**src/rtl/kdt_pkg.sv**
```systemverilog
// ----------------------------------------------------------------------------
// kdt_pkg
// shared constants, command and status codes, and types of the keyed device
// table
// ----------------------------------------------------------------------------
`default_nettype none

package kdt_pkg;

  localparam int MAX_ENTRIES  = 16;
  localparam int IDX_W        = (MAX_ENTRIES > 1) ? $clog2(MAX_ENTRIES) : 1;
  localparam int CNT_W        = $clog2(MAX_ENTRIES + 1);
  localparam int RESULT_LIMIT = 16;

  localparam int CMD_W  = 3;
  localparam int KEY_W  = 16;
  localparam int EP_W   = 8;
  localparam int EXT_W  = 64;
  localparam int MAXC_W = 5;
  localparam int STAT_W = 2;
  localparam int TOT_W  = 5;

  localparam int WORD_W = EP_W + EXT_W + 1;

  // wide enough for index and count arithmetic without overflow
  localparam int CW = CNT_W + 1;
  localparam int IW = (IDX_W + 1 > TOT_W) ? IDX_W + 1 : TOT_W;
  localparam int MW = (CNT_W > MAXC_W) ? CNT_W : MAXC_W;

  localparam int IN_DATA_W  = ((KEY_W + EP_W + EXT_W + MAXC_W + 7) / 8) * 8;
  localparam int IN_USER_W  = CMD_W;
  localparam int OUT_DATA_W = ((KEY_W + EP_W + EXT_W + 1 + TOT_W + 7) / 8) * 8;
  localparam int OUT_USER_W = STAT_W + 1;

  typedef enum logic [CMD_W-1:0] {
    CMD_ADD      = 3'd0,
    CMD_SET_EXT  = 3'd1,
    CMD_BIND     = 3'd2,
    CMD_LOOKUP   = 3'd3,
    CMD_REMOVE   = 3'd4,
    CMD_CLEAR    = 3'd5,
    CMD_READ_ALL = 3'd6
  } kdt_cmd_t;

  typedef enum logic [STAT_W-1:0] {
    STAT_OK        = 2'd0,
    STAT_NOT_FOUND = 2'd1,
    STAT_FULL      = 2'd2
  } kdt_status_t;

  typedef enum logic [2:0] {
    S_IDLE,
    S_EXEC,
    S_RMW,
    S_SHIFT,
    S_DUMP,
    S_RESP
  } kdt_state_t;

  typedef struct packed {
    logic [EP_W-1:0]  endpoint;
    logic [EXT_W-1:0] extended;
    logic             bound;
  } kdt_word_t;

  typedef struct packed {
    logic             wr_en;
    logic [IDX_W-1:0] wr_idx;
    logic [KEY_W-1:0] wr_key;
    logic             shift_en;
    logic [IDX_W-1:0] shift_idx;
  } kdt_key_op_t;

  typedef struct packed {
    kdt_status_t      status;
    logic             evalid;
    logic [KEY_W-1:0] key;
    logic [EP_W-1:0]  endpoint;
    logic [EXT_W-1:0] extended;
    logic             bound;
    logic [TOT_W-1:0] total;
    logic             last;
  } kdt_result_t;

endpackage

`default_nettype wire

```
**src/rtl/kdt_ram.sv**
```systemverilog
// ----------------------------------------------------------------------------
// kdt_ram
// simple dual-port synchronous ram, one write and one registered read port
// ----------------------------------------------------------------------------
`default_nettype none

module kdt_ram #(
  parameter int DEPTH = 16,
  parameter int WIDTH = 8,
  localparam int AW = (DEPTH > 1) ? $clog2(DEPTH) : 1
) (
  input  wire logic             clk,
  input  wire logic             we,
  input  wire logic [AW-1:0]    waddr,
  input  wire logic [WIDTH-1:0] wdata,
  input  wire logic             re,
  input  wire logic [AW-1:0]    raddr,
  output logic      [WIDTH-1:0] rdata
);

  logic [WIDTH-1:0] mem [DEPTH];
  logic [WIDTH-1:0] rdata_r;

  always_ff @(posedge clk) begin
    if (we) begin
      mem[waddr] <= wdata;
    end
    if (re) begin
      rdata_r <= mem[raddr];
    end
  end

  assign rdata = rdata_r;

endmodule

`default_nettype wire

```
**src/rtl/kdt_keys.sv**
```systemverilog
// ----------------------------------------------------------------------------
// kdt_keys
// key registers with parallel compare, lowest matching live slot wins;
// remove closes the gap by moving every later key down one slot
// ----------------------------------------------------------------------------
`default_nettype none

module kdt_keys (
  input  wire logic                       clk,
  input  wire kdt_pkg::kdt_key_op_t       op,
  input  wire logic [kdt_pkg::KEY_W-1:0]  search_key,
  input  wire logic [kdt_pkg::CNT_W-1:0]  used,
  input  wire logic [kdt_pkg::IDX_W-1:0]  rd_idx,
  output logic                            hit,
  output logic      [kdt_pkg::IDX_W-1:0]  hit_idx,
  output logic      [kdt_pkg::KEY_W-1:0]  rd_key
);
  import kdt_pkg::*;

  logic [KEY_W-1:0] key_r [MAX_ENTRIES];

  for (genvar g = 0; g < MAX_ENTRIES; g++) begin : g_slot
    if (g < MAX_ENTRIES - 1) begin : g_mid
      always_ff @(posedge clk) begin
        if (op.shift_en && (IDX_W'(g) >= op.shift_idx)) begin
          key_r[g] <= key_r[g+1];
        end else if (op.wr_en && (op.wr_idx == IDX_W'(g))) begin
          key_r[g] <= op.wr_key;
        end
      end
    end else begin : g_top
      always_ff @(posedge clk) begin
        if (op.wr_en && (op.wr_idx == IDX_W'(g))) begin
          key_r[g] <= op.wr_key;
        end
      end
    end
  end

  always_comb begin
    hit     = 1'b0;
    hit_idx = '0;
    for (int j = MAX_ENTRIES - 1; j >= 0; j--) begin
      if ((key_r[j] == search_key) && (CNT_W'(j) < used)) begin
        hit     = 1'b1;
        hit_idx = IDX_W'(j);
      end
    end
  end

  assign rd_key = key_r[rd_idx];

endmodule

`default_nettype wire

```
**src/rtl/keyed_device_table_core.sv**
```systemverilog
// ----------------------------------------------------------------------------
// keyed_device_table_core
// associative device table keyed by a 16-bit short address, with ordered
// compaction on remove
// ----------------------------------------------------------------------------
// Keys sit in registers and are compared in parallel; endpoint, extended
// address and bound flag sit in a registered-read ram. One command is worked
// at a time. Add of a new key, lookup, clear, a miss and a full table pass
// through accept, execute and response; refreshing a present entry (add, set
// extended address, mark bound) adds a modify step, as the ram word is read,
// modified and written back. Remove adds one shift step per later entry moved
// down in the ram. Read all sends each beat from a dump step. A stalled result
// beat holds in the output register; the command after it is accepted
// meanwhile. No clearing pass is needed after reset.
`default_nettype none

module keyed_device_table_core (
  input  wire logic                            clk,
  input  wire logic                            rst_n,
  input  wire logic                            in_tvalid,
  output logic                                 in_tready,
  // key_addr, endpoint_in, extended_in, max_count, zero pad
  input  wire logic [kdt_pkg::IN_DATA_W-1:0]   in_tdata,
  // command
  input  wire logic [kdt_pkg::IN_USER_W-1:0]   in_tuser,
  output logic                                 out_tvalid,
  input  wire logic                            out_tready,
  // entry_key, entry_endpoint, entry_extended, entry_bound, entry_total, zero pad
  output logic      [kdt_pkg::OUT_DATA_W-1:0]  out_tdata,
  // status, entry_valid
  output logic      [kdt_pkg::OUT_USER_W-1:0]  out_tuser,
  output logic                                 out_tlast
);
  import kdt_pkg::*;

  kdt_state_t        state_r, state_nxt;
  logic [CNT_W-1:0]  used_r, used_nxt;
  logic [IDX_W-1:0]  ptr_r, ptr_nxt;
  logic [TOT_W-1:0]  n_r, n_nxt;
  kdt_status_t       status_r, status_nxt;
  logic              hit_r, hit_nxt;
  logic              out_valid_r, out_valid_nxt;
  kdt_result_t       res_r, res_nxt;
  logic              out_load;

  kdt_cmd_t          cmd_r;
  logic [KEY_W-1:0]  key_r;
  logic [EP_W-1:0]   ep_r;
  logic [EXT_W-1:0]  ext_r;
  logic [MAXC_W-1:0] maxc_r;

  logic              in_beat;
  logic              out_free;

  kdt_key_op_t       key_op;
  logic              key_hit;
  logic [IDX_W-1:0]  key_hit_idx;
  logic [KEY_W-1:0]  key_rd;

  logic              ram_we;
  logic [IDX_W-1:0]  ram_waddr;
  kdt_word_t         ram_wdata;
  logic              ram_re;
  logic [IDX_W-1:0]  ram_raddr;
  logic [WORD_W-1:0] ram_rdata;
  kdt_word_t         rd_word;

  logic [CW-1:0]     used_ext;
  logic [CW-1:0]     hit_ext;
  logic [CW-1:0]     ptr_ext;
  logic [MW-1:0]     n_min;
  logic [IW-1:0]     ptr_inc;

  kdt_keys u_keys (
    .clk        (clk),
    .op         (key_op),
    .search_key (key_r),
    .used       (used_r),
    .rd_idx     (ptr_r),
    .hit        (key_hit),
    .hit_idx    (key_hit_idx),
    .rd_key     (key_rd)
  );

  kdt_ram #(
    .DEPTH (MAX_ENTRIES),
    .WIDTH (WORD_W)
  ) u_ram (
    .clk   (clk),
    .we    (ram_we),
    .waddr (ram_waddr),
    .wdata (ram_wdata),
    .re    (ram_re),
    .raddr (ram_raddr),
    .rdata (ram_rdata)
  );

  assign rd_word  = kdt_word_t'(ram_rdata);
  assign in_beat  = in_tvalid && in_tready;
  assign out_free = !out_valid_r || out_tready;
  assign used_ext = CW'(used_r);
  assign hit_ext  = CW'(key_hit_idx);
  assign ptr_ext  = CW'(ptr_r);
  assign ptr_inc  = IW'(ptr_r) + IW'(1);

  always_comb begin
    n_min = (MW'(used_r) < MW'(maxc_r)) ? MW'(used_r) : MW'(maxc_r);
    if (n_min > MW'(RESULT_LIMIT)) begin
      n_min = MW'(RESULT_LIMIT);
    end
  end

  always_comb begin
    state_nxt  = state_r;
    used_nxt   = used_r;
    ptr_nxt    = ptr_r;
    n_nxt      = n_r;
    status_nxt = status_r;
    hit_nxt    = hit_r;
    in_tready  = 1'b0;
    out_load   = 1'b0;
    res_nxt    = res_r;
    key_op     = '0;
    ram_we     = 1'b0;
    ram_waddr  = ptr_r;
    ram_wdata  = rd_word;
    ram_re     = 1'b0;
    ram_raddr  = key_hit_idx;

    unique case (state_r)
      S_IDLE: begin
        in_tready  = 1'b1;
        hit_nxt    = 1'b0;
        status_nxt = STAT_OK;
        if (in_beat) begin
          state_nxt = S_EXEC;
        end
      end

      S_EXEC: begin
        ptr_nxt = key_hit_idx;
        unique case (cmd_r)
          CMD_ADD: begin
            if (key_hit) begin
              ram_re    = 1'b1;
              state_nxt = S_RMW;
            end else if (used_r >= CNT_W'(MAX_ENTRIES)) begin
              status_nxt = STAT_FULL;
              state_nxt  = S_RESP;
            end else begin
              ram_we             = 1'b1;
              ram_waddr          = used_r[IDX_W-1:0];
              ram_wdata.endpoint = ep_r;
              ram_wdata.extended = '0;
              ram_wdata.bound    = 1'b0;
              key_op.wr_en       = 1'b1;
              key_op.wr_idx      = used_r[IDX_W-1:0];
              key_op.wr_key      = key_r;
              used_nxt           = used_r + CNT_W'(1);
              state_nxt          = S_RESP;
            end
          end
          CMD_SET_EXT, CMD_BIND: begin
            if (key_hit) begin
              ram_re    = 1'b1;
              state_nxt = S_RMW;
            end else begin
              status_nxt = STAT_NOT_FOUND;
              state_nxt  = S_RESP;
            end
          end
          CMD_LOOKUP: begin
            if (key_hit) begin
              ram_re  = 1'b1;
              hit_nxt = 1'b1;
            end else begin
              status_nxt = STAT_NOT_FOUND;
            end
            state_nxt = S_RESP;
          end
          CMD_REMOVE: begin
            if (key_hit) begin
              key_op.shift_en  = 1'b1;
              key_op.shift_idx = key_hit_idx;
              if (hit_ext + CW'(1) < used_ext) begin
                ram_re    = 1'b1;
                ram_raddr = IDX_W'(hit_ext + CW'(1));
                state_nxt = S_SHIFT;
              end else begin
                used_nxt  = used_r - CNT_W'(1);
                state_nxt = S_RESP;
              end
            end else begin
              status_nxt = STAT_NOT_FOUND;
              state_nxt  = S_RESP;
            end
          end
          CMD_CLEAR: begin
            used_nxt  = '0;
            state_nxt = S_RESP;
          end
          CMD_READ_ALL: begin
            n_nxt   = TOT_W'(n_min);
            ptr_nxt = '0;
            if (n_min == '0) begin
              state_nxt = S_RESP;
            end else begin
              ram_re    = 1'b1;
              ram_raddr = '0;
              state_nxt = S_DUMP;
            end
          end
          default: begin
            state_nxt = S_RESP;
          end
        endcase
      end

      S_RMW: begin
        ram_we = 1'b1;
        unique case (cmd_r)
          CMD_ADD:     ram_wdata.endpoint = ep_r;
          CMD_SET_EXT: ram_wdata.extended = ext_r;
          CMD_BIND:    ram_wdata.bound    = 1'b1;
          default:     ram_wdata          = rd_word;
        endcase
        state_nxt = S_RESP;
      end

      S_SHIFT: begin
        ram_we = 1'b1;
        if (ptr_ext + CW'(2) < used_ext) begin
          ram_re    = 1'b1;
          ram_raddr = IDX_W'(ptr_ext + CW'(2));
          ptr_nxt   = ptr_r + IDX_W'(1);
        end else begin
          used_nxt  = used_r - CNT_W'(1);
          state_nxt = S_RESP;
        end
      end

      S_DUMP: begin
        if (out_free) begin
          out_load         = 1'b1;
          res_nxt.status   = STAT_OK;
          res_nxt.evalid   = 1'b1;
          res_nxt.key      = key_rd;
          res_nxt.endpoint = rd_word.endpoint;
          res_nxt.extended = rd_word.extended;
          res_nxt.bound    = rd_word.bound;
          res_nxt.total    = n_r;
          res_nxt.last     = (ptr_inc == IW'(n_r));
          if (ptr_inc == IW'(n_r)) begin
            state_nxt = S_IDLE;
          end else begin
            ram_re    = 1'b1;
            ram_raddr = IDX_W'(ptr_inc);
            ptr_nxt   = IDX_W'(ptr_inc);
          end
        end
      end

      S_RESP: begin
        if (out_free) begin
          out_load         = 1'b1;
          res_nxt.status   = status_r;
          res_nxt.evalid   = hit_r;
          res_nxt.key      = hit_r ? key_r : '0;
          res_nxt.endpoint = hit_r ? rd_word.endpoint : '0;
          res_nxt.extended = hit_r ? rd_word.extended : '0;
          res_nxt.bound    = hit_r ? rd_word.bound : 1'b0;
          res_nxt.total    = (cmd_r == CMD_READ_ALL) ? '0 : TOT_W'(used_r);
          res_nxt.last     = 1'b1;
          state_nxt        = S_IDLE;
        end
      end

      default: begin
        state_nxt = S_IDLE;
      end
    endcase

    out_valid_nxt = out_load ? 1'b1 : (out_tready ? 1'b0 : out_valid_r);
  end

  always_ff @(posedge clk) begin
    if (!rst_n) begin
      state_r     <= S_IDLE;
      used_r      <= '0;
      out_valid_r <= 1'b0;
    end else begin
      state_r     <= state_nxt;
      used_r      <= used_nxt;
      out_valid_r <= out_valid_nxt;
    end
  end

  always_ff @(posedge clk) begin
    ptr_r    <= ptr_nxt;
    n_r      <= n_nxt;
    status_r <= status_nxt;
    hit_r    <= hit_nxt;
    res_r    <= res_nxt;
    if (in_beat) begin
      cmd_r  <= kdt_cmd_t'(in_tuser[CMD_W-1:0]);
      key_r  <= in_tdata[KEY_W-1:0];
      ep_r   <= in_tdata[KEY_W +: EP_W];
      ext_r  <= in_tdata[KEY_W+EP_W +: EXT_W];
      maxc_r <= in_tdata[KEY_W+EP_W+EXT_W +: MAXC_W];
    end
  end

  assign out_tvalid = out_valid_r;
  assign out_tlast  = res_r.last;
  assign out_tuser  = {res_r.evalid, res_r.status};
  assign out_tdata  = {(OUT_DATA_W - (KEY_W + EP_W + EXT_W + 1 + TOT_W))'(0),
                       res_r.total, res_r.bound, res_r.extended,
                       res_r.endpoint, res_r.key};

`ifndef SYNTHESIS
  a_used_in_range: assert property (@(posedge clk) disable iff (!rst_n)
    used_r <= CNT_W'(MAX_ENTRIES))
    else $error("entry count beyond table depth");

  a_no_same_slot_rw: assert property (@(posedge clk) disable iff (!rst_n)
    (ram_we && ram_re) |-> (ram_waddr != ram_raddr))
    else $error("ram read and write hit the same slot");

  a_dump_in_range: assert property (@(posedge clk) disable iff (!rst_n)
    (state_r == S_DUMP) |-> (IW'(ptr_r) < IW'(n_r)))
    else $error("read all index past emit count");

  a_shift_nonempty: assert property (@(posedge clk) disable iff (!rst_n)
    (state_r == S_SHIFT) |-> (ptr_ext + CW'(1) < used_ext))
    else $error("compaction beyond live entries");

  a_load_only_free: assert property (@(posedge clk) disable iff (!rst_n)
    (out_valid_r && !out_tready) |=> $stable(res_r))
    else $error("result overwritten while stalled");
`endif

endmodule

`default_nettype wire

```
**config.mk**
```make
export PLATFORM = sky130hd
export DESIGN_NAME = keyed_device_table_core
export DESIGN_NICKNAME = d
export VERILOG_FILES = /design/src/rtl/kdt_pkg.sv /design/src/rtl/kdt_ram.sv /design/src/rtl/kdt_keys.sv /design/src/rtl/keyed_device_table_core.sv
export SDC_FILE = /design/constraint.sdc
export NUM_CORES = 2
export LEC_CHECK = 0
export ABC_AREA = 1
export BUFFER_PORTS_ARGS = -buffer_cell sky130_fd_sc_hd__buf_2
export CELL_PAD_IN_SITES_DETAIL_PLACEMENT = 0
export CELL_PAD_IN_SITES_GLOBAL_PLACEMENT = 2
export CORE_ASPECT_RATIO = 1.5
export CORE_MARGIN = 4
export CORE_UTILIZATION = 30
export DETAILED_ROUTE_END_ITERATION = 8
export PLACE_DENSITY_LB_ADDON = 0.1
export SLEW_MARGIN = 0
export SYNTH_ARGS = -nofsm -noshare
export SYNTH_HDL_FRONTEND = slang
export SYNTH_SLANG_ARGS = --single-unit
```
**constraint.sdc**
```tcl
create_clock -name clk -period 14 [get_ports clk]
set_input_delay 2.1 -clock clk [delete_from_list [all_inputs] [get_ports clk]]
set_output_delay 2.1 -clock clk [all_outputs]
set_load 0.005 [all_outputs]
```
==> results.md <==
* Status: finished clean
* First-pass DRT Iterations at 6
* Htree depth at 4
* Max cap viols at 0
* Share of post-route cells with drive strength above 1 at 0.0865
* Clk_lat worst skew at 0.88 ns
* Hold slack at 0.562 ns
* Initial antenna violation count at 17
* Switching power at 6.80 mW
* Peak fanout along the critical path at 66
* Total core area at 0.264 mm^2
* Reg2Reg Capture Point: u_ram.rdata[26]$_DFFE_PP_
* Sequential cell area at 0.0514 mm^2
* Sw frac at 0.390
* CP max stage cell: buf_4
* Compound-Gate Fraction of Synth Area at 0.0531
* CP max stage delay at 0.80 ns
* Startpoint types: flop
* Yosys warnings at 0
* Share of power burned in registers at 0.375
* CP Class: flop to flop
* Post-synthesis sequential area ratio at 0.645
* Worst-margin pin slew at 1.29 ns
* Fin cells at 11500
* DIE HEIGHT at 639 um
* Synth Area in Adders at 0.00283
* Final setup viols at 0
* Syn_area_per_cell at 10.1 um^2
* Clock root buffer: clkbuf_16
* Crit path DAT at 9.82 ns
* RSZ-0062 raised after global routing: no
* Yosys top cell area share at 0.642
* CP most frequent cell: nand2_1
* Simple-gate share of the synthesized area at 0.230
* Count of different cell masters after synthesis at 57
* Worst ir drop on vdd at 0.160 mV
* Reg2reg path depth at 38
* CTS sink count at 1716
* Total gr overflow at 0
* Synth area leaders: edfxtp_1, nand2_1, nand3_1
* HP Class: flop to flop
* Vias in the first global route at 58800
* Max_slew headroom at 0.135
* Nets at 8030
* Layout area overhead at 12.9%
* Post-route DRC at 0
* Routed Wire Length at 342000 um
* Post-CTS Resized at 0
* #FFs+latches synth at 1716
* Total power at 17.4 mW
* Final Hold Fails at 0
* FF-to-FF setup slack at 4.90 ns
* Clk pwr share at 0.290
* Sum Neg Setup Slack at 0 ns
* Rows at 231
* Worst r2r src: used_r[3]$_SDFFE_PN0P_
* Via count at 59900
* Layout fillers at 26900
* Maximum clock rate at 110 MHz
* Comb power frac at 0.336
* Largest net degree at the start of global routing at 192
* Utilization after layout at 0.340
* Die Footprint at 0.274 mm^2
* Skew final at 0.0893 ns
* First-pass GRT wire length at 471000 um
* Area of the multi-input gates at 0.0243 mm^2
* Main combinational cell family by area after synthesis: simple AND/OR/NAND/NOR gates
* Hold path cells at 2
* Pint at 10.6 mW
* CTS tree: built
* Area leader, netlist: edfxtp_1
* Per-cell routed wire length at 29.6 um
* Top-Level Pins at 205
* Post-synthesis xor/xnor area fraction at 0.0159
* Multiplexer share of the synthesized area at 0
* Max clock buf depth at 4
* Pwr Density at 194 mW/mm^2
* Min-delay src: u_keys.key_r[13][3]$_DFFE_PP_
* Die span in x at 429 um
* Global-route usage over all layers at 0.241
* Post-Syn Area at 0.0797 mm^2
* Worst setup EP type: flop
* CP required at 14.72 ns
* Routability Congestion at 0.925
* Inst Count DP at 11200
* Post-CTS Setup Bufs at 0
* Fin crit period at 9.10 ns
* Cts bufs inserted at 194
* Pins over their slew limit at 0
* Total leakage power at 34.0 nW
* Hold Path End: u_keys.key_r[12][3]$_DFFE_PP_
* Final HPWL DP at 199000 um
* Syn Inst Count at 7863
* Ratio of final minimum period to clock period at 0.650
* Initial Util at 0.302
* Clock slew at reported path FFs at 0.06 ns
* Hold_buf cts at 0
* Post-route ant nets at 0
* Number of vias per cell at 5.19
* Initial DRC Count at 5206
* Buffers added on ports at 199
==> worst max path at each step <==
stage	end	startpoint	slack, ns
after CTS	u_ram.rdata[14]$_DFFE_PP_	used_r[3]$_SDFFE_PN0P_	4.92
after floorplan	u_ram.mem[9][0]$_DFFE_PP_	used_r[4]$_SDFFE_PN0P_	5.58
after detailed placement	u_ram.rdata[18]$_DFFE_PP_	used_r[3]$_SDFFE_PN0P_	4.95
after global placement	u_ram.rdata[18]$_DFFE_PP_	used_r[3]$_SDFFE_PN0P_	4.86
final	u_ram.rdata[26]$_DFFE_PP_	used_r[3]$_SDFFE_PN0P_	4.90
after global routing	u_ram.rdata[14]$_DFFE_PP_	key_r[0]$_DFFE_PP_	4.43
==> area by class of cell <==
cell class                 instances  share of cell area
multi-input combinational       5239               0.270
tap                             3495              0.0486
timing repair buffer             357              0.0255
clock buffer                     250              0.0570
clock inverter                    85             0.00992
antenna                            5            0.000139
sequential                      1716               0.572
inverter                         401              0.0171
==> power by group through the flow <==
| stage | Combinational (mW) | Sequential, mW | Clock (mW) |
|---|---|---|---|
| 2_1_floorplan | 3.68 | 6.60 | 0 |
| 5_1_grt | 6.43 | 6.55 | 5.37 |
| 3_5_place_dp | 5.94 | 6.64 | 0 |
| 3_3_place_gp | 5.94 | 6.64 | 0 |
| 6_report | 5.85 | 6.53 | 5.05 |
| 4_1_cts | 5.96 | 6.54 | 5.19 |
==> layer usage <==
| metal | up-vias | share of wire | global-route usage |
|---|---|---|---|
| li1 | 27300 | - | - |
| met1 | 30400 | 0.41 | 0.296 |
| met2 | 1718 | 0.51 | 0.431 |
| met3 | 504 | 0.041 | 0.0273 |
| met4 | 0 | 0.044 | 0.0944 |
| met5 | - | 0 | 0 |
==> registers in the layout, summed over array words and instances, names as in the netlist, 8 cells and up, named ones only <==
| name | count |
|---|---|
| out_tdata | 94 |
| key_r | 16 |
| u_ram.rdata | 73 |
| ext_r | 64 |
| ep_r | 8 |
| u_ram.mem | 1168 |
| u_keys.key_r | 256 |
==> synth_stat cells (all sizes together) <==
master	number
and2	1
or4	3
nor3	63
xnor2	66
nand4	57
a21boi	1
or2	9
clkbuf	218
inv	398
xor2	79
o31ai	6
nor4	43
a21oi	121
o211ai	108
o41ai	3
nand3b	7
o221ai	6
a22oi	2
buf	290
nand2	2475
o21bai	1
nor4b	7
dfxtp	13
a211oi	3
clkinv	3
a31oi	1
conb	1
o2111ai	8
edfxtp	1703
a221oi	4
or3b	2
a211o	1
a21o	1
o21ai	469
nand3	1274
ha	18
a2111oi	7
o22ai	14
nor3b	4
o311a	1
and3	3
nor2	369
==> metrics by stage <==
stage	instance area [um^2]	setup slack, ns
floorplan	79700	5.58
global route	89900	4.43
detailed placement	83900	4.95
global placement	83900	4.86
finish	89900	4.90
CTS	89900	4.92
==> logic make-up (layout without fill, tap and decap cells) <==
| kind of cell | count (synthesis) | after routing |
|---|---|---|
| other | 1 | 7 |
| and+or+nand+nor | 4317 | 4317 |
| DFF | 1716 | 1716 |
| AOI/OAI and AO/OA | 757 | 757 |
| xor gates and xnor gates | 145 | 145 |
| buffers and inverters | 909 | 1093 |
| adders and majority gates | 18 | 18 |
==> critical path: cells and delay by family (launching register included) <==
kind	cells	cell delay (ns)
AOI/OAI and AO/OA	1	0.48
xor gates and xnor gates	1	0.30
adders and majority gates	1	0.27
buffers and inverters	4	1.79
DFF	1	0.76
and+or+nand+nor	31	5.06
==> cell usage in the layout (no fill, tap or decap), drive strengths merged, types with 9 or more instances in the layout <==
master	count
xnor2	66
nand4	57
a21oi	121
nor4	43
o22ai	14
clkinv	66
o21ai	469
inv	399
or2	9
edfxtp	1703
nor3	63
xor2	79
bufinv	18
nor2	369
ha	18
nand3	1274
nand2	2475
dfxtp	13
clkbuf	250
buf	357
o211ai	108
(Power assumes the default switching activity.)
